`src/qgcb_pkg.sv`:
```
`default_nettype none
package qgcb_pkg;
    // RGB555 word with flag bit on top
    typedef logic [15:0] t_rgb;

    localparam int CH_BITS    = 5;
    localparam int NUM_CH     = 3;
    localparam int DIV_STAGES = 5;
    localparam int FLAG_BIT   = 15;
    localparam int NUM_CROSS  = 8;

    // point triples for each cross product: area, then the three weights,
    // first for triangle (0,1,2), then for triangle (0,2,3); index 4 is the point
    localparam int CROSS_PT [NUM_CROSS][3] = '{
        '{0, 1, 2}, '{4, 1, 2}, '{0, 4, 2}, '{0, 1, 4},
        '{0, 2, 3}, '{4, 2, 3}, '{0, 4, 3}, '{0, 2, 4}
    };
endpackage
`default_nettype wire

```
`src/qgcb_divider.sv`:
```
`default_nettype none
// Restoring division, one quotient bit per stage, three channels side by side.
// The quotient never exceeds 31, so five stages give it exactly.
module qgcb_divider #(
    parameter int COORD_BITS = 24
) (
    input  wire logic                          i_clk,
    input  wire logic                          i_rst_n,
    input  wire logic                          i_valid,
    output logic                               o_ready,
    input  wire logic [2:0][2*COORD_BITS+8:0]  i_num,
    input  wire logic [2*COORD_BITS+3:0]       i_total,
    input  wire qgcb_pkg::t_rgb                i_g0,
    input  wire logic                          i_fallback,
    output logic                               o_valid,
    input  wire logic                          i_ready,
    output qgcb_pkg::t_rgb                     o_colour
);
    localparam int W  = 2 * COORD_BITS + 4;
    localparam int N  = W + qgcb_pkg::CH_BITS;
    localparam int CB = qgcb_pkg::CH_BITS;
    localparam int NC = qgcb_pkg::NUM_CH;
    localparam int S  = qgcb_pkg::DIV_STAGES;

    logic [S-1:0] r_vld;
    logic [S:0]   w_adv;

    logic [N-1:0]   r_rem [S][NC];
    logic [CB-1:0]  r_q   [S][NC];
    logic [W-1:0]   r_tot [S];
    qgcb_pkg::t_rgb r_g0  [S];
    logic [S-1:0]   r_fb;

    logic [N-1:0]   n_rem [S][NC];
    logic [CB-1:0]  n_q   [S][NC];

    assign w_adv[S] = i_ready;
    for (genvar k = 0; k < S; k++) begin : g_adv
        assign w_adv[k] = !r_vld[k] || w_adv[k+1];
    end
    assign o_ready = w_adv[0];
    assign o_valid = r_vld[S-1];

    always_ff @(posedge i_clk) begin
        if (!i_rst_n) begin
            r_vld <= '0;
        end else begin
            for (int k = 0; k < S; k++) begin
                if (w_adv[k]) begin
                    r_vld[k] <= (k == 0) ? i_valid : r_vld[k-1];
                end
            end
        end
    end

    // one compare and subtract per channel per stage, msb first
    always_comb begin
        logic [N-1:0]  rem;
        logic [CB-1:0] q;
        logic [N-1:0]  dsh;
        rem = '0;
        q   = '0;
        dsh = '0;
        for (int s = 0; s < S; s++) begin
            dsh = N'((s == 0) ? i_total : r_tot[s-1]) << (S - 1 - s);
            for (int c = 0; c < NC; c++) begin
                rem = (s == 0) ? i_num[c] : r_rem[s-1][c];
                q   = (s == 0) ? '0 : r_q[s-1][c];
                if (rem >= dsh) begin
                    rem = rem - dsh;
                    q[S-1-s] = 1'b1;
                end
                n_rem[s][c] = rem;
                n_q[s][c]   = q;
            end
        end
    end

    always_ff @(posedge i_clk) begin
        for (int s = 0; s < S; s++) begin
            if (w_adv[s]) begin
                r_rem[s] <= n_rem[s];
                r_q[s]   <= n_q[s];
                r_tot[s] <= (s == 0) ? i_total : r_tot[s-1];
                r_g0[s]  <= (s == 0) ? i_g0 : r_g0[s-1];
                r_fb[s]  <= (s == 0) ? i_fallback : r_fb[s-1];
            end
        end
    end

    // degenerate or zero weight sum: corner 0 word as is
    assign o_colour = r_fb[S-1] ? r_g0[S-1]
                    : {r_g0[S-1][qgcb_pkg::FLAG_BIT],
                       r_q[S-1][2], r_q[S-1][1], r_q[S-1][0]};
endmodule
`default_nettype wire

```
`config.mk`:
```
export PLATFORM = sky130hd
export DESIGN_NAME = qgcb_divider
export DESIGN_NICKNAME = d
export VERILOG_FILES = /design/src/qgcb_pkg.sv /design/src/qgcb_divider.sv
export SDC_FILE = /design/constraint.sdc
export NUM_CORES = 2
export LEC_CHECK = 0
export BUFFER_PORTS_ARGS = -buffer_cell sky130_fd_sc_hd__buf_4
export CAP_MARGIN = 40
export CORE_AREA = 2 2 460 348
export DETAILED_ROUTE_END_ITERATION = 12
export DIE_AREA = 0 0 462 350
export PLACE_DENSITY = 0.7
export SLEW_MARGIN = 20
export SYNTH_ARGS = -nofsm -noshare
export SYNTH_HDL_FRONTEND = slang
export SYNTH_SLANG_ARGS = --single-unit
```
`constraint.sdc`:
```
create_clock -name i_clk -period 10.6 [get_ports i_clk]
set_clock_uncertainty 0.15 [all_clocks]
set_input_delay 2.12 -clock i_clk [delete_from_list [all_inputs] [get_ports i_clk]]
set_output_delay 2.12 -clock i_clk [all_outputs]
set_load 0.02 [all_outputs]
```
# Word level (Yosys, flattened, before mapping)
# Memories as Yosys holds them, arrays and structs flattened.
# Cells that the tools add are included.
[op_classes] add_sub_neg=15 order_cmp=15 reduce_logical=10 muxes=41
[op_table] op="2-to-1 mux 57 bit" count=15
[op_table] op=">= comparator 57 x 52 -> 1 bit" count=3
[op_table] op=">= comparator 57 x 53 -> 1 bit" count=3
[op_table] op=">= comparator 57 x 54 -> 1 bit" count=3
[op_table] op=">= comparator 57 x 55 -> 1 bit" count=3
[op_table] op=">= comparator 57 x 56 -> 1 bit" count=3
[op_table] op="subtractor 57 x 52 -> 57 bit" count=3
[op_table] op="subtractor 57 x 53 -> 57 bit" count=3
[op_table] op="subtractor 57 x 54 -> 57 bit" count=3
[op_table] op="subtractor 57 x 55 -> 57 bit" count=3
[op_table] op="subtractor 57 x 56 -> 57 bit" count=3
[op_table] op="2-to-1 mux 1 bit" count=25
[op_table] op="2-to-1 mux 15 bit" count=1
[op_table] op="zero test 1 bit" count=5
[op_table] op="logical OR 1 bit" count=5
[totals] reg_bits=10 input_bits=244 mem_count=4 mem_bits_rw=1270 wordCells=95 output_inout_bits=18
[memory_table] memory="r_rem" words=5 width=171 read_ports=4 rd_clocked_by_memory_dff=0 write_ports=5 line_no="qgcb_divider.sv:28" text="logic [N-1:0] r_rem [S][NC];"
[memory_table] memory="r_tot" words=5 width=52 read_ports=4 rd_clocked_by_memory_dff=0 write_ports=5 line_no="qgcb_divider.sv:30" text="logic [W-1:0] r_tot [S];"
[memory_table] memory="r_g0" words=5 width=16 read_ports=5 rd_clocked_by_memory_dff=0 write_ports=5 line_no="qgcb_divider.sv:31" text="qgcb_pkg::t_rgb r_g0 [S];"
[memory_table] memory="r_q" words=5 width=15 read_ports=5 rd_clocked_by_memory_dff=0 write_ports=5 line_no="qgcb_divider.sv:29" text="logic [CB-1:0] r_q [S][NC];"

# Longest topological paths before layout
[depth] word_depth=8 depth_mapped=18 mapped_depth_nobuf=15

# Worst setup path before layout
# No wires, ideal clock.
[synth_timing] kind="in2reg" from="input port i_ready" to="register r_fb[0], enable pin" t_arrival_ns=8.120 path_buffers=0 required_ns=7.907 slack_ns=-0.212 cell_stages=3 path_cell_list="nor2b_1 and3_1 nand3_1"
[synth_via] elab_chain_len=5
[synth_lines] item="from (decl)" line_no="qgcb_divider.sv:16" text="input wire logic i_ready,"
[synth_lines] item="logical OR 1 bit (5 in a row)" line_no="qgcb_divider.sv:39" text="assign w_adv[k] = !r_vld[k] || w_adv[k+1];"
[synth_lines] item="net o_ready" line_no="qgcb_divider.sv:10" text="output logic o_ready,"
[synth_lines] item="to (signal, indexed assignment)" line_no="qgcb_divider.sv:86" text="r_fb[s] <= (s == 0) ? i_fallback : r_fb[s-1];"
[synth_lines] item="to (decl)" line_no="qgcb_divider.sv:32" text="logic [S-1:0] r_fb;"
# The timed path passes the listed nets, and every way through them passes these cells.
# A chain may end at the register's enable or synchronous reset.

# Final worst setup path
[layout_timing] from="input port i_ready" to="output port o_ready"
[layout_via] elab_chain_len=5
[layout_lines] item="logical OR 1 bit (5 in a row)" line_no="qgcb_divider.sv:39"
[layout_lines] item="to (decl)" line_no="qgcb_divider.sv:10"
# Every way passes these cells.

==> impl_metrics.json <==
{
  "grt_max_degree": 191,
  "worstPathMaxFanout": 22,
  "synth_top_family_by_area": "compound AO/OA/AOI/OAI gates",
  "clkSinkCount": 1027,
  "fin_crit_sh": 0.581,
  "p_leak_uw": 0.0357,
  "worstReg2RegEnd": "r_rem[0][447]",
  "syn_inst": 8415,
  "drv_cap": 0,
  "synth.area.top_cells": "edfxtp_1 39%, ha_1 12%, a21oi_1 6.6%",
  "slowest_delay_ps": 500,
  "rsz0062_at_grt": "false",
  "postCtsHoldBufs": 0,
  "cp_common_cell": "buf_4",
  "synth.distinct_cells": 87,
  "irDropWorstVdd_mv": 0.159,
  "synth_area_leader_cell": "edfxtp_1",
  "post_cts_buffers": 0,
  "fp.dieW_um": 462,
  "design_area_um2": 85600,
  "drc": 0,
  "startpoint_type": "input pin",
  "grt_pass1_wl_mm": 391,
  "cts_tree": "done",
  "comb_power_share": 0.521,
  "synth-seq-area-share": 0.393,
  "crit_family": "simple AND/OR/NAND/NOR gates",
  "worst-path-buf-inv": 2,
  "final_util": 0.546,
  "yosys_warnings": 0,
  "routedWlPerCell_um": 25.2,
  "htreeDepth": 3,
  "r2r_setup_slack_ps": 4570,
  "post-place-ws_ps": 3930,
  "rr_worst_depth": 14,
  "min_to": "r_g0[0][61]",
  "p_int_uw": 13200,
  "synth-compound-area-share": 0.218,
  "final_antenna_net_count": 0,
  "portBuffers": 261,
  "ys_ff_latch": 1027,
  "via_per_inst": 6.34,
  "crit_chain": "buf_4 -> nor2b_1 -> and3_1 -> nand3_4 -> buf_4",
  "nets": 9524,
  "critical_path_class": "input pin to output pin",
  "gp_congestion": 1.09,
  "grt_overflow_total": 0,
  "final-hold-violation-count": 0,
  "power_frac_clock": 0.155,
  "seqPwrFrac": 0.324,
  "synth_top_area_share": 0.392,
  "drt_iter0_markers": 9566,
  "synth_fa_ha_area_frac": 0.128,
  "layout_common_cells": "1,036 x a21oi_1, 1,022 x edfxtp_1, 780 x ha_1, 701 x nand2_1, 661 x o21ai_0",
  "slowest_stage": "and3_1",
  "vias": 67800,
  "synth_xor_area_frac": 0.0661,
  "r2r-start": "r_tot[0][53]",
  "powerDensity_nw_per_um2": 277,
  "synth_edf_count": 1022,
  "synth_simple_gate_area_frac": 0.139,
  "end_kind": "output pin",
  "antenna_found_initial": 13,
  "cts_buffers": 107,
  "run_status": "completed",
  "postPlaceCellArea_um2": 82100,
  "cp.arrival_ps": 3890,
  "slew_headroom": 0.302,
  "fp-row-count": 126,
  "tightestPinTransition_ps": 1050,
  "drv_slew": 0,
  "clk_latency_ps": 760,
  "finalSetupViolCount": 0,
  "initial_core_util": 0.499,
  "drive_gt1_frac": 0.0766,
  "die_area_um2": 162000,
  "p_sw_uw": 10500,
  "hpwl_mm": 222,
  "syn_nets": 9451,
  "dr.pass1.iters": 9,
  "hold_class": "flop to flop",
  "min_period_ps": 6160,
  "clock_path_buffers": 3,
  "hold_start": "r_g0[0][45]",
  "netlist_area_um2": 78300,
  "synth_ff_type": "edfxtp_1",
  "synth-async-reset-ratio": 0,
  "tns_ps": 0,
  "grt_pass1_vias": 61800,
  "clk_pin_slew_ps": 60,
  "io_pins": 262,
  "syn_avg_cell_area_um2": 9.30,
  "required_ps": 8330,
  "wl_mm": 270,
  "p_sw_frac": 0.444,
  "max_freq_mhz": 162,
  "core-area_um2": 157000,
  "grt_use_total": 0.326,
  "final_common_cell": "a21oi_1",
  "cts_resized": 0,
  "cts_root_buf": "clkbuf_16",
  "die_h_um": 350,
  "hold_depth": 0,
  "syn_to_final_growth_pct": 9.37,
  "setup_slack_ps": 4440,
  "synthMuxAreaShare": 0.0163
}
[worst reg2reg max path, cell delays in order (launching register included)]
cell      delay, ps
edfxtp_1        620
inv_1           200
ha_1            350
nor2b_1         150
o31a_1          280
o21ai_1         440
o21ai_0         380
a41oi_1         730
o21ai_1         290
a21oi_1         360
o21ai_1         190
nor2_4          250
buf_4           670
inv_2           340
mux2_2          380
[layer usage]
| layer | vias to the layer above | track usage | wire length (um) |
|---|---|---|---|
| met2 | 4048 | 0.446 | 105000 |
| met4 | 2 | 0.133 | 12800 |
| met5 | - | 0 | 13 |
| met3 | 470 | 0.0502 | 30200 |
| li1 | 31400 | - | - |
| met1 | 31900 | 0.507 | 122000 |
[cell usage after synthesis (211+ instances only)]
cell / instances
a21oi_1: 1036
a21o_1: 401
edfxtp_1: 1022
xnor2_1: 337
inv_1: 452
nand2_1: 703
nor2_1: 656
xor2_1: 254
o21ai_0: 662
nand4_1: 211
clkbuf_1: 300
ha_1: 780
[worst max path at each step]
stage | from | endpoint | slack [ps] | depth (start not counted)
floorplan | i_ready | r_fb[1] | 1920 | 3
global placement | i_total[1] | r_rem[0][26] | 3940 | 13
detailed placement | i_total[1] | r_rem[0][26] | 3930 | 13
CTS | i_ready | o_ready | 4460 | 5
global route | r_rem[0][400] | r_rem[0][621] | 4300 | 16
finish | i_ready | o_ready | 4440 | 5
[kinds of logic after synthesis]
logic type                 Yosys count
AOI/OAI and AO/OA                 2791
and+or+nand+nor                   2300
DFF                               1027
buffers and inverters              802
adders and majority gates          792
xor gates and xnor gates           591
muxes                              112
[flip-flops by register name, summed over array words and instances, names as in the netlist]
signal / flops
r_rem: 684
r_g0: 80
r_vld: 5
r_q: 45
r_fb: 5
r_tot: 208
[power groups by stage]
stage	sequential [uW]	clock, uW	combinational (uW)
after floorplan	6850	0	8630
after global placement	7640	0	11700
after detailed placement	7660	0	11900
after CTS	7580	3740	12000
after global routing	7730	3900	13400
final	7690	3670	12400
[metrics by stage]
| step | hold WS [ps] | power, uW | cells |
|---|---|---|---|
| finish | 262 | 23700 | 10700 |
| detailed placement | 255 | 19600 | 10500 |
| global route | 265 | 25100 | 10700 |
| CTS | 259 | 23300 | 10700 |
| floorplan | 250 | 15500 | 8415 |
| global placement | 250 | 19400 | 10500 |
[area by class of cell]
class / count / area, um2
Multi-Input combinational cell: 6586 / 44500
Fill cell: 13800 / 71300
Timing Repair Buffer: 313 / 2540
Inverter: 453 / 1710
Clock buffer: 127 / 2750
Clock inverter: 70 / 644
Tap cell: 2112 / 2640
Sequential cell: 1027 / 30800
Antenna cell: 8 / 20.0
Note: power is estimated with default switching activity, not from simulation.
